File: config.mk
export PLATFORM = sky130hd
export DESIGN_NAME = spi_flash_command_sequencer_unit
export DESIGN_NICKNAME = d
export VERILOG_FILES = /design/src/hdl/sfcs_pkg.sv /design/src/hdl/spi_flash_command_sequencer_unit.sv
export SDC_FILE = /design/constraint.sdc
export NUM_CORES = 1
export LEC_CHECK = 0
export ABC_AREA = 1
export BUFFER_PORTS_ARGS = -buffer_cell sky130_fd_sc_hd__buf_2
export CAP_MARGIN = 0
export CELL_PAD_IN_SITES_DETAIL_PLACEMENT = 0
export CELL_PAD_IN_SITES_GLOBAL_PLACEMENT = 2
export CORE_UTILIZATION = 38
export DETAILED_ROUTE_END_ITERATION = 10
export PLACE_DENSITY_LB_ADDON = 0.08
export SLEW_MARGIN = 20
export SYNTH_ARGS = -nofsm -noshare
export SYNTH_HDL_FRONTEND = slang
export SYNTH_SLANG_ARGS = --single-unit
File: constraint.sdc
create_clock -name clk_i -period 9.37 [get_ports clk_i]
set_clock_uncertainty 0.1 [all_clocks]
set_input_delay 0.937 -clock clk_i [delete_from_list [all_inputs] [get_ports clk_i]]
set_output_delay 0.937 -clock clk_i [all_outputs]
set_load 0.01 [all_outputs]
File: src/hdl/sfcs_pkg.sv
// shared types, codes and constants of the flash command sequencer
package sfcs_pkg;

  localparam int unsigned PAGE_BYTES  = 256;
  localparam int unsigned PAGE_LOG    = $clog2(PAGE_BYTES);
  localparam int unsigned PAGE_W      = PAGE_LOG + 1;
  localparam int unsigned MAX_RESULTS = 10;
  localparam int unsigned CNT_W       = $clog2(MAX_RESULTS + 1);
  localparam int unsigned ADDR_W      = 24;

  typedef enum logic [2:0] {
    OP_WRITE_START = 3'd0,
    OP_WRITE_BYTE  = 3'd1,
    OP_READ_START  = 3'd2,
    OP_ERASE       = 3'd3,
    OP_STATUS_BYTE = 3'd4,
    OP_READ_BYTE   = 3'd5
  } op_e;

  typedef enum logic [2:0] {
    KIND_SEND    = 3'd0,
    KIND_HOST    = 3'd1,
    KIND_CS      = 3'd2,
    KIND_DONE    = 3'd3,
    KIND_REJECT  = 3'd4
  } kind_e;

  typedef enum logic [2:0] {
    MODE_IDLE  = 3'd0,
    MODE_WDATA = 3'd1,
    MODE_WPOLL = 3'd2,
    MODE_READ  = 3'd3,
    MODE_EPOLL = 3'd4
  } mode_e;

  typedef enum logic [2:0] {
    CFG_WREN_OP    = 3'd0,
    CFG_PROG_OP    = 3'd1,
    CFG_ERASE_OP   = 3'd2,
    CFG_READ_OP    = 3'd3,
    CFG_STATUS_OP  = 3'd4,
    CFG_BUSY_MASK  = 3'd5
  } cfg_idx_e;

  typedef struct packed {
    logic [2:0]        op;
    logic [ADDR_W-1:0] address;
    logic [ADDR_W-1:0] length;
    logic [7:0]        data_byte;
  } in_item_t;

  typedef struct packed {
    logic [2:0] kind;
    logic [7:0] value;
    logic       last;
  } out_item_t;

endpackage

File: src/hdl/spi_flash_command_sequencer_unit.sv
// top level of the serial nor flash command sequencer
// Each host request is taken into an input register and decoded against the current mode; the
// decode writes its whole list of spi actions (one to nine entries) into a result buffer and
// updates the mode, address and counters. The buffer is then drained one entry per cycle on the
// output channel while the output is ready. A request passes through the input register and
// then the result buffer before its first result appears. A new request is taken while results
// still wait: the input register refills as soon as its request is decoded, and decode happens
// when the buffer is empty or hands over its final entry in that cycle, so single-result
// requests (data bytes inside a page chunk, busy status polls) stream at one per cycle while
// the output is ready. The configuration port is always ready; writes take effect next cycle.
module spi_flash_command_sequencer_unit (
  input  logic              clk_i,
  input  logic              rst_ni,
  input  logic              in_valid_i,
  output logic              in_ready_o,
  input  sfcs_pkg::in_item_t in_data_i,
  output logic              out_valid_o,
  input  logic              out_ready_i,
  output sfcs_pkg::out_item_t out_data_o,
  input  logic              cfg_valid_i,
  output logic              cfg_ready_o,
  input  logic [2:0]        cfg_index_i,
  input  logic [7:0]        cfg_data_i
);
  import sfcs_pkg::*;

  // configuration registers
  logic [7:0] wren_op_q, prog_op_q, erase_op_q, read_op_q, status_op_q, busy_mask_q;

  // input register
  in_item_t item_q;
  logic     item_vld_q;

  // sequencer state
  mode_e             mode_q, mode_d;
  logic [ADDR_W-1:0] addr_q, addr_d;
  logic [ADDR_W-1:0] rem_q, rem_d;
  logic [PAGE_W-1:0] chunk_q, chunk_d;

  // result buffer, entry 0 is presented on the output
  out_item_t        res_q [MAX_RESULTS];
  logic [CNT_W-1:0] cnt_q;

  // decode results
  out_item_t        lst [MAX_RESULTS];
  logic [CNT_W-1:0] lst_n;

  logic pop, buf_free, proc, busy;

  function automatic out_item_t mk(kind_e k, logic [7:0] v);
    out_item_t r;
    r.kind  = k;
    r.value = v;
    r.last  = 1'b0;
    return r;
  endfunction

  // bytes left in the page from a, capped by what is still to be written
  function automatic logic [PAGE_W-1:0] chunk_len(logic [ADDR_W-1:0] a,
                                                  logic [ADDR_W-1:0] r);
    logic [PAGE_W-1:0] room;
    room = PAGE_W'(PAGE_BYTES) - {1'b0, a[PAGE_LOG-1:0]};
    if (r < ADDR_W'(room)) begin
      return r[PAGE_W-1:0];
    end
    return room;
  endfunction

  assign cfg_ready_o = 1'b1;
  assign out_valid_o = (cnt_q != '0);
  assign out_data_o  = res_q[0];
  assign pop         = out_valid_o && out_ready_i;
  // buffer can take a fresh list when empty or when its final entry leaves now
  assign buf_free    = (cnt_q == '0) || (cnt_q == CNT_W'(1) && pop);
  assign proc        = item_vld_q && buf_free;
  assign in_ready_o  = !item_vld_q || proc;

  // flash busy only when every mask bit is set, an empty mask never means busy
  assign busy = (busy_mask_q != 8'h00) &&
                ((item_q.data_byte & busy_mask_q) == busy_mask_q);

  // decode of one request into its list of actions
  always_comb begin
    mode_d  = mode_q;
    addr_d  = addr_q;
    rem_d   = rem_q;
    chunk_d = chunk_q;
    lst_n   = '0;
    for (int i = 0; i < MAX_RESULTS; i++) begin
      lst[i] = mk(KIND_SEND, 8'h00);
    end

    if (item_q.op == OP_WRITE_START && mode_q == MODE_IDLE) begin
      if (item_q.length == '0) begin
        lst[0] = mk(KIND_DONE, 8'h00);
        lst_n  = CNT_W'(1);
      end else begin
        addr_d  = item_q.address;
        rem_d   = item_q.length;
        chunk_d = chunk_len(item_q.address, item_q.length);
        lst[0]  = mk(KIND_SEND, wren_op_q);
        lst[1]  = mk(KIND_CS, 8'h00);
        lst[2]  = mk(KIND_SEND, prog_op_q);
        lst[3]  = mk(KIND_SEND, item_q.address[23:16]);
        lst[4]  = mk(KIND_SEND, item_q.address[15:8]);
        lst[5]  = mk(KIND_SEND, item_q.address[7:0]);
        lst_n   = CNT_W'(6);
        mode_d  = MODE_WDATA;
      end
    end else if (item_q.op == OP_WRITE_BYTE && mode_q == MODE_WDATA) begin
      lst[0]  = mk(KIND_SEND, item_q.data_byte);
      addr_d  = addr_q + ADDR_W'(1);
      rem_d   = rem_q - ADDR_W'(1);
      chunk_d = chunk_q - PAGE_W'(1);
      if (chunk_q == PAGE_W'(1)) begin
        // page chunk complete, close frame and start polling
        lst[1] = mk(KIND_CS, 8'h00);
        lst[2] = mk(KIND_SEND, status_op_q);
        lst[3] = mk(KIND_SEND, 8'h00);
        lst_n  = CNT_W'(4);
        mode_d = MODE_WPOLL;
      end else begin
        lst_n  = CNT_W'(1);
      end
    end else if (item_q.op == OP_READ_START && mode_q == MODE_IDLE) begin
      lst[0] = mk(KIND_SEND, read_op_q);
      lst[1] = mk(KIND_SEND, item_q.address[23:16]);
      lst[2] = mk(KIND_SEND, item_q.address[15:8]);
      lst[3] = mk(KIND_SEND, item_q.address[7:0]);
      addr_d = item_q.address;
      rem_d  = item_q.length;
      if (item_q.length == '0) begin
        lst[4] = mk(KIND_CS, 8'h00);
        lst[5] = mk(KIND_DONE, 8'h00);
        lst_n  = CNT_W'(6);
      end else begin
        lst[4] = mk(KIND_SEND, 8'h00);
        lst_n  = CNT_W'(5);
        mode_d = MODE_READ;
      end
    end else if (item_q.op == OP_ERASE && mode_q == MODE_IDLE) begin
      addr_d = item_q.address;
      lst[0] = mk(KIND_SEND, wren_op_q);
      lst[1] = mk(KIND_CS, 8'h00);
      lst[2] = mk(KIND_SEND, erase_op_q);
      lst[3] = mk(KIND_SEND, item_q.address[23:16]);
      lst[4] = mk(KIND_SEND, item_q.address[15:8]);
      lst[5] = mk(KIND_SEND, item_q.address[7:0]);
      lst[6] = mk(KIND_CS, 8'h00);
      lst[7] = mk(KIND_SEND, status_op_q);
      lst[8] = mk(KIND_SEND, 8'h00);
      lst_n  = CNT_W'(9);
      mode_d = MODE_EPOLL;
    end else if (item_q.op == OP_STATUS_BYTE &&
                 (mode_q == MODE_WPOLL || mode_q == MODE_EPOLL)) begin
      if (busy) begin
        lst[0] = mk(KIND_SEND, 8'h00);
        lst_n  = CNT_W'(1);
      end else begin
        lst[0] = mk(KIND_CS, 8'h00);
        if (mode_q == MODE_WPOLL && rem_q != '0) begin
          // next page chunk
          chunk_d = chunk_len(addr_q, rem_q);
          lst[1]  = mk(KIND_SEND, wren_op_q);
          lst[2]  = mk(KIND_CS, 8'h00);
          lst[3]  = mk(KIND_SEND, prog_op_q);
          lst[4]  = mk(KIND_SEND, addr_q[23:16]);
          lst[5]  = mk(KIND_SEND, addr_q[15:8]);
          lst[6]  = mk(KIND_SEND, addr_q[7:0]);
          lst_n   = CNT_W'(7);
          mode_d  = MODE_WDATA;
        end else begin
          lst[1] = mk(KIND_DONE, 8'h00);
          lst_n  = CNT_W'(2);
          mode_d = MODE_IDLE;
        end
      end
    end else if (item_q.op == OP_READ_BYTE && mode_q == MODE_READ) begin
      lst[0] = mk(KIND_HOST, item_q.data_byte);
      addr_d = addr_q + ADDR_W'(1);
      rem_d  = rem_q - ADDR_W'(1);
      if (rem_q != ADDR_W'(1)) begin
        lst[1] = mk(KIND_SEND, 8'h00);
        lst_n  = CNT_W'(2);
      end else begin
        lst[1] = mk(KIND_CS, 8'h00);
        lst[2] = mk(KIND_DONE, 8'h00);
        lst_n  = CNT_W'(3);
        mode_d = MODE_IDLE;
      end
    end else begin
      // op unknown or not allowed in this mode
      lst[0] = mk(KIND_REJECT, 8'h00);
      lst_n  = CNT_W'(1);
    end

    for (int i = 0; i < MAX_RESULTS; i++) begin
      lst[i].last = (CNT_W'(i) == lst_n - CNT_W'(1));
    end
  end

  // configuration registers
  always_ff @(posedge clk_i or negedge rst_ni) begin
    if (!rst_ni) begin
      wren_op_q   <= 8'd6;
      prog_op_q   <= 8'd2;
      erase_op_q  <= 8'd32;
      read_op_q   <= 8'd3;
      status_op_q <= 8'd5;
      busy_mask_q <= 8'd1;
    end else if (cfg_valid_i && cfg_ready_o) begin
      case (cfg_index_i)
        CFG_WREN_OP:   wren_op_q   <= cfg_data_i;
        CFG_PROG_OP:   prog_op_q   <= cfg_data_i;
        CFG_ERASE_OP:  erase_op_q  <= cfg_data_i;
        CFG_READ_OP:   read_op_q   <= cfg_data_i;
        CFG_STATUS_OP: status_op_q <= cfg_data_i;
        CFG_BUSY_MASK: busy_mask_q <= cfg_data_i;
        default:       ;
      endcase
    end
  end

  // control state: input valid, sequencer mode and counters, buffer fill
  always_ff @(posedge clk_i or negedge rst_ni) begin
    if (!rst_ni) begin
      item_vld_q <= 1'b0;
      mode_q     <= MODE_IDLE;
      addr_q     <= '0;
      rem_q      <= '0;
      chunk_q    <= '0;
      cnt_q      <= '0;
    end else begin
      if (in_valid_i && in_ready_o) begin
        item_vld_q <= 1'b1;
      end else if (proc) begin
        item_vld_q <= 1'b0;
      end
      if (proc) begin
        mode_q  <= mode_d;
        addr_q  <= addr_d;
        rem_q   <= rem_d;
        chunk_q <= chunk_d;
        cnt_q   <= lst_n;
      end else if (pop) begin
        cnt_q   <= cnt_q - CNT_W'(1);
      end
    end
  end

  // payload registers
  always_ff @(posedge clk_i) begin
    if (in_valid_i && in_ready_o) begin
      item_q <= in_data_i;
    end
    if (proc) begin
      for (int i = 0; i < MAX_RESULTS; i++) begin
        res_q[i] <= lst[i];
      end
    end else if (pop) begin
      for (int i = 0; i < MAX_RESULTS - 1; i++) begin
        res_q[i] <= res_q[i + 1];
      end
    end
  end

  // a decoded request always leaves results to deliver
  a_proc_fills: assert property (@(posedge clk_i) disable iff (!rst_ni)
    proc |=> out_valid_o)
    else $error("decoded request left the result buffer empty");

  // the buffer never holds more than one list
  a_cnt_range: assert property (@(posedge clk_i) disable iff (!rst_ni)
    cnt_q <= CNT_W'(MAX_RESULTS))
    else $error("result buffer overfilled");

  // a rejected request gives exactly one result
  a_reject_last: assert property (@(posedge clk_i) disable iff (!rst_ni)
    (out_valid_o && out_data_o.kind == KIND_REJECT) |-> out_data_o.last)
    else $error("reject result not marked last");

  // while taking data bytes the page chunk is never exhausted
  a_chunk_live: assert property (@(posedge clk_i) disable iff (!rst_ni)
    (mode_q == MODE_WDATA) |-> (chunk_q != '0))
    else $error("write data mode with empty chunk");

endmodule
==> run summary, run 1 <==
Outcome = complete, but fails checks
Failing checks = design-rule violations
Placed insts = 2071
Placed inst area = 0.01468 sq mm
Syn avg cell area = 8.858 sq um
Row Count = 69
Uppermost layer routed = met4
Cells after Synth = 1572
IO buf count = 88
Hold Crit Class = input pin to async pin
Post-layout minimum cycle time = 3.449 ns
Antenna violations before repair = 2
Post-Route WL = 43.61 mm
Reg clk slew, reported paths = 0.06 ns
Setup WS post-layout = 5.921 ns
Post-CTS setup buffer count = 0
Total power = 4.710 mW
Hold Vio Cnt, Final = 0
Initial Util = 38.87%
Post-synthesis async set-or-reset flop share = 43.46%
Post-Synth XOR/XNOR Area = 2.201%
Synth warnings = 0
Multi-input logic area = 0.005724 sq mm
Htree depth = 1
Vias per Instance = 5.291
Slew Limit Fails = 0
Die height = 193.4 microns
Clock Path Buffers = 3
Kind of end point of the critical path = flop
Crit path max-delay cell type = nor2_2
TNS Setup = 0 ns
Seq/Total Area, Yosys = 52.09%
Synth cell types = 55
Post-route DRC = 3
Met2 wire length = 19.73 mm
Clk_lat worst skew = 0.59 ns
Number of enable flip-flop cells after synthesis = 147
Buf/Inv on CP = 2
Met3 WL post-DR = 1.966 mm
Clock sink count = 260
Synth Area in Compound Gates = 12.68%
Post-synthesis mux area share = 0%
Core ar. = 0.03583 sq mm
# IOs = 90
Post-synthesis cell area = 0.01392 sq mm
Filler cells = 3565
Largest family of logic cells by synthesized area = simple AND/OR/NAND/NOR gates
Die area = 0.03741 sq mm
First-pass GRT wire length = 68.08 mm
DRT Pass-1 Iters = 8
Clock root buffer = clkbuf_16
PwrDens = 300.3 mW/mm^2
#FFs+latches synth = 260
LEAKAGE = 6.830 nW
Slew headroom = 31.79%
Total global routing overflow = 0
Worst Path Arrival = 3.77 ns
Synth Area in Simple Gates = 23.72%
Adder-cell share of the synthesized area = 2.336%
# diodes = 0
DR vias = 11270
Layout Nets = 1744
P&R area growth vs syn = 12.65%
R2R Setup Slk = 5.92 ns
Worst setup SP type = flop
Worst EP required = 9.69 ns
Syn nets = 1673
Initial DRC count = 901
Critical-path cell list = inv_1, ha_1, nand2_2, nand2_1, nand2_1, nand3_2, buf_4, nand2_1, nor2_2, nand2_1, o21ai_0
Most frequent cells in the layout = 376 x nand2_1, 153 x inv_1, 147 x edfxtp_1, 144 x nor2_1, 123 x o21ai_0
Final worst-path cycle share = 36.81%
CTS tree = built
CP max stage delay = 0.56 ns
Max Cap Viol = 0
Final antenna-violating net count = 0
Largest net degree at the start of global routing = 93
Routed len/inst = 20.48 microns
GP Congestion = 0.8472
Worst-Margin Slew = 1.022 ns
Layout cells sized above 1 = 13.49%
Top delay family on crit path = simple AND/OR/NAND/NOR gates
Max FO, Critical Path = 47
Register Area = 0.007253 sq mm
Post-Layout Cell Count = 2129
CP Class = flop to flop
F_max = 290.0 MHz
GRT Resource Usage Total = 23.70%
Cts bufs inserted = 31
Routed met1 length = 20.50 mm
RSZ-0062 raised after global routing = no
Pre-CTS WS = 5.613 ns
Endpoints failing setup = 0
Ys flop type = edfxtp_1
Vias in the first global route = 11180
Most common cell after layout, fill and taps aside = nand2_1
HPWL Detailed = 31.27 mm
Top cell by count, worst path = nand2_1
Post-route cell area = 0.01569 sq mm
Peak VDD IR = 0.0001827 V
Hold-fix buffers, CTS = 0
Post-CTS sizing = 0
Die width = 193.4 microns
-- report_power, final --
part           internal [mW]  switching, mW
clock                  0.709          0.493
sequential              1.68          0.308
combinational          0.474           1.05
total                   2.86           1.85
-- routing by layer --
metal / GRT usage, % / vias up
met4: 7.407 / 0
met1: 33.61 / 5455
li1: - / 5465
met5: 0 / -
met3: 3.051 / 70
met2: 37.61 / 275
-- area by class of cell --
cell class | instances | share of cell area [%]
Sequential cell | 260 | 46.24
Timing Repair Buffer | 95 | 3.159
Clock inverter | 11 | 0.6780
Tap cell | 461 | 3.677
Multi-Input combinational cell | 1088 | 36.49
Inverter | 167 | 4.044
Clock buffer | 47 | 5.711
-- cell usage after synthesis (3+ instances only) --
master	instances	area share, %
a21oi_1	51	1.8
a22oi_1	23	1.2
a22oi_2	3	0.27
a31oi_1	3	0.13
a32o_1	8	0.58
a41oi_1	11	0.69
buf_2	20	0.72
buf_4	12	0.65
buf_6	6	0.49
clkbuf_1	19	0.51
dfrtp_1	104	19
dfstp_2	9	1.7
edfxtp_1	147	32
ha_1	26	2.3
inv_1	154	4.2
inv_2	9	0.24
inv_4	3	0.13
nand2_1	376	10
nand2_2	5	0.22
nand2_4	6	0.49
nand3_1	111	4.0
nand4_1	30	1.3
nor2_1	144	3.9
nor2_2	12	0.54
nor2_4	6	0.49
nor2_8	6	0.86
nor3_1	26	0.93
nor3_2	3	0.22
o2111ai_1	4	0.25
o211ai_1	15	0.81
o21a_1	3	0.16
o21ai_0	124	4.5
o21ai_1	17	0.61
o21ai_2	9	0.57
o22ai_1	7	0.31
or2_2	4	0.18
xnor2_1	4	0.25
xor2_1	31	1.9
-- logic make-up after synthesis --
logic type,Yosys count
simple gates,736
compound gates,289
flops,260
buf+inv,224
xor+xnor,35
fa+ha+maj,26
other cells,2
-- sequential cells by signal, indices dropped and copies added, names as in the netlist, 9 cells and up --
| name | count |
|---|---|
| res_q | 88 |
| item_q | 59 |
| rem_q | 24 |
| chunk_q | 9 |
| addr_q | 24 |
-- path summary, 6_finish.rpt --
| path | startpoint | endpoint | depth (start not counted) |
|---|---|---|---|
| worst max-delay path | cnt_q[0] | res_q[5][7] | 11 |
| worst min-delay path | rst_ni | rem_q[18] | 1 |
| worst max register to register | cnt_q[0] | res_q[5][7] | 11 |
| worst min register to register | read_op_q[4] | read_op_q[4] | 2 |
| max in group asynchronous | rst_ni | rem_q[8] | 2 |
| min in group clk_i | read_op_q[4] | read_op_q[4] | 2 |
-- per-stage QoR --
step / util, % / hold slack (ns)
floorplan: - / 0.3530
global placement: 40.98 / 0.3691
detailed placement: 40.98 / 0.3732
CTS: 43.78 / 0.2110
global route: 43.78 / 0.2253
finish: 43.78 / 0.2076
-- worst register-to-register path, delay by kind of cell (launching register included) --
kind	cells	cell delay (ns)
simple gates	7	1.79
compound gates	1	0.26
flops	1	0.40
fa+ha+maj	1	0.21
buf+inv	2	0.56
Note: power is estimated with default switching activity, not from simulation.
==> run 2: changes to the inputs <==
- CORE_UTILIZATION: 38 -> 35
- clock period: 9.37 -> 2.8 ns (I/O delays scaled with it)
==> run 2 against run 1 <==
Against the previous run:
- worst hold slack got worse by 0.16 ns
- worst setup slack lost 5.9 ns
- largest cell class unchanged
- cell count is 9.1% higher
- routed wire length is 7.2% higher
- highest routed layer unchanged
- the flow now finishes without violations
- non-clock buffer count grew 130
==> run summary, run 2 (synthesized netlist as in run 1, its figures left out) <==
Outcome = completed
Initial DRC count = 769 (-15%)
Clock Path Buffers = 3 (unchanged)
DRT Pass-1 Iters = 7 (-1)
Hold Vio Cnt, Final = 0 (unchanged)
Total global routing overflow = 0 (unchanged)
Reg2reg start = item_q[33]
Kind of end point of the critical path = flop
CTS tree = built
Cts bufs inserted = 35 (+13%)
Initial Util = 35.78% (-3.1 points)
IO buf count = 88 (unchanged)
Htree depth = 2 (+1)
Largest registers = res_q: 88 flops, item_q: 59 flops
Endpoints failing setup = 0 (unchanged)
Worst Path Arrival = 3.08 ns (-0.69 ns)
Peak VDD IR = 0.0005697 V (+210%)
Clock sink count = 260 (unchanged)
Max Cap Viol = 0 (unchanged)
R2R Setup Slk = 0.06 ns (-5.86 ns)
Post-route cell area = 0.01745 sq mm (+11%)
Reg clk slew, reported paths = 0.06 ns (about the same)
Max FO, Critical Path = 4 (-91%)
CP Class = flop to flop
Placed insts = 2188 (+5.6%)
Vias per Instance = 5.064 (-4.3%)
Routed len/inst = 20.12 microns (-1.7%)
Core ar. = 0.03892 sq mm (+8.6%)
Critical R2R Capture = chunk_q[6]
Slew Limit Fails = 0 (unchanged)
Final antenna-violating net count = 0 (unchanged)
Worst setup path end = chunk_q[6]
PwrDens = 1002 mW/mm^2 (+230%)
# IOs = 90 (unchanged)
P&R area growth vs syn = 25.29%
Antenna violations before repair = 0 (-2)
Die height = 201.5 microns (+4.2%)
F_max = 364.6 MHz (+26%)
Slew headroom = 47.89% (+16 points)
Max FFs per register = 88 (unchanged)
Final worst-path cycle share = 97.95% (+61 points)
Top cell by count, worst path = nor2_1
Post-layout minimum cycle time = 2.743 ns (-0.7062 ns)
Row Count = 72 (+4.3%)
DR vias = 11760 (+4.4%)
Worst setup SP type = flop
Post-Route WL = 46.73 mm (+7.2%)
Most frequent cells in the layout = 369 x nand2_1, 147 x inv_1, 147 x edfxtp_1, 139 x nor2_1, 121 x o21ai_0
Vias in the first global route = 11770 (+5.3%)
Number of cells on the worst reg-to-reg path = 18 (+7)
Crit path max-delay cell type = edfxtp_1
Top delay family on crit path = simple AND/OR/NAND/NOR gates
Buf/Inv on CP = 3 (+1)
Layout Nets = 1878 (+7.7%)
Worst-Margin Slew = 0.7787 ns (-0.2433 ns)
Post-route DRC = 0 (-3)
Largest net degree at the start of global routing = 114 (+23%)
Die area = 0.04059 sq mm (+8.5%)
Reg with most FFs = res_q
# diodes = 0 (unchanged)
CP startpoint = item_q[33]
Worst EP required = 3.13 ns (-6.56 ns)
Post-Layout Cell Count = 2322 (+9.1%)
LEAKAGE = 7.617 nW (+12%)
GP Congestion = 0.8489 (+0.20%)
Most common cell after layout, fill and taps aside = nand2_1
Placed inst area = 0.01534 sq mm (+4.4%)
CP max stage delay = 0.40 ns (-0.16 ns)
Critical-path cell list = inv_2, ha_4, nand2_4, nor2_4, nand3_2, nor2_1, nand2_1, ha_2, nor2_2, nand4_1, nor3_4, buf_6, buf_6, nand3_2, nand2_1, nor2_1, nor2_1, a21oi_1
Instance count on the critical path = 18 (+7)
RSZ-0062 raised after global routing = yes
GRT Resource Usage Total = 23.43% (-0.26 points)
Clock root buffer = clkbuf_16
First-pass GRT wire length = 72.15 mm (+6.0%)
HPWL Detailed = 33.60 mm (+7.5%)
Clk_lat worst skew = 0.56 ns (-0.03 ns)
Total power = 17.48 mW (+270%)
Hold Crit Class = input pin to flop
Layout cells sized above 1 = 18.46% (+5.0 points)
Die width = 201.5 microns (+4.2%)
run 2: changes by cell type in the layout (fill, tap and decap cells not counted), moves of 6 or more:
cell / previous run / this run
dlygate4sd3_1: 0 / 61
nand3_2: 2 / 8
nand3_1: 110 / 104
bufinv_16: 2 / 8
nand2_1: 376 / 369
buf_12: 0 / 9
inv_1: 153 / 147
buf_4: 8 / 63
run 2: routing by layer:
| layer | part of all wire, % | GRT usage, % | vias up |
|---|---|---|---|
| li1 | - | - | 5744 |
| met1 | 49 | 34.06 | 5734 |
| met4 | 2.0 | 5.952 | 0 |
| met2 | 46 | 36.69 | 223 |
| met5 | 0 | 0 | - |
| met3 | 3.5 | 3.061 | 58 |
run 2: worst reg2reg max path, cell delays in order (launching register included):
cell	delay, ns
edfxtp_1	0.40
inv_2	0.12
ha_4	0.16
nand2_4	0.05
nor2_4	0.12
nand3_2	0.09
nor2_1	0.11
nand2_1	0.11
ha_2	0.20
nor2_2	0.10
nand4_1	0.15
nor3_4	0.31
buf_6	0.15
buf_6	0.09
nand3_2	0.05
nand2_1	0.06
nor2_1	0.04
nor2_1	0.16
a21oi_1	0.08
run 2: timing repair:
action / in CTS / in global routing
resized for setup: 2 / 41
pin swaps: 0 / 27
endpoints found under the setup margin: 7 / 9
hold buffers: 61 / 0
endpoints found under the hold margin: 164 / 0
setup buffers: 0 / 9
run 2: worst min path at each step:
stage / from / endpoint / slack [ns] / cells after the start
finish: cfg_data_i[2] / prog_op_q[2] / 0.05 / 3
floorplan: rst_ni / addr_q[0] / -0.12 / 0
CTS: cfg_data_i[2] / erase_op_q[2] / 0.03 / 3
global placement: rst_ni / rem_q[21] / 0.34 / 2
global route: cfg_data_i[1] / status_op_q[1] / 0.06 / 3
detailed placement: rst_ni / rem_q[21] / 0.34 / 2
run 2: through the flow:
step | util, % | setup TNS, ns | hold WS [ns] | setup WS, ns
6_report | 44.83 | 0 | 0.05039 | 0.05732
4_1_cts | 44.27 | 0 | 0.02501 | 0.04185
3_5_place_dp | 39.41 | -0.3393 | 0.3421 | -0.06146
5_1_grt | 44.83 | -0.6941 | 0.05556 | -0.1418
3_3_place_gp | 39.41 | 0 | 0.3448 | 0.01396
2_1_floorplan | - | -0.8259 | -0.1156 | -0.2175
run 2: layout make-up:
type | count | area [sq um]
timing repair buffer | 225 | 1755
sequential | 260 | 7253
clock buffer | 48 | 975.9
multi-input combinational | 1088 | 5877
clock inverter | 16 | 296.5
fill | 3875 | 21470
tap | 518 | 648.1
inverter | 167 | 639.4
run 2: report_power, final:
part	leakage (nW)	switching [mW]	internal, mW
clock	0.619	1.81	3.19
combinational	4.21	3.86	2.09
sequential	2.78	0.939	5.60
total	7.62	6.61	10.9
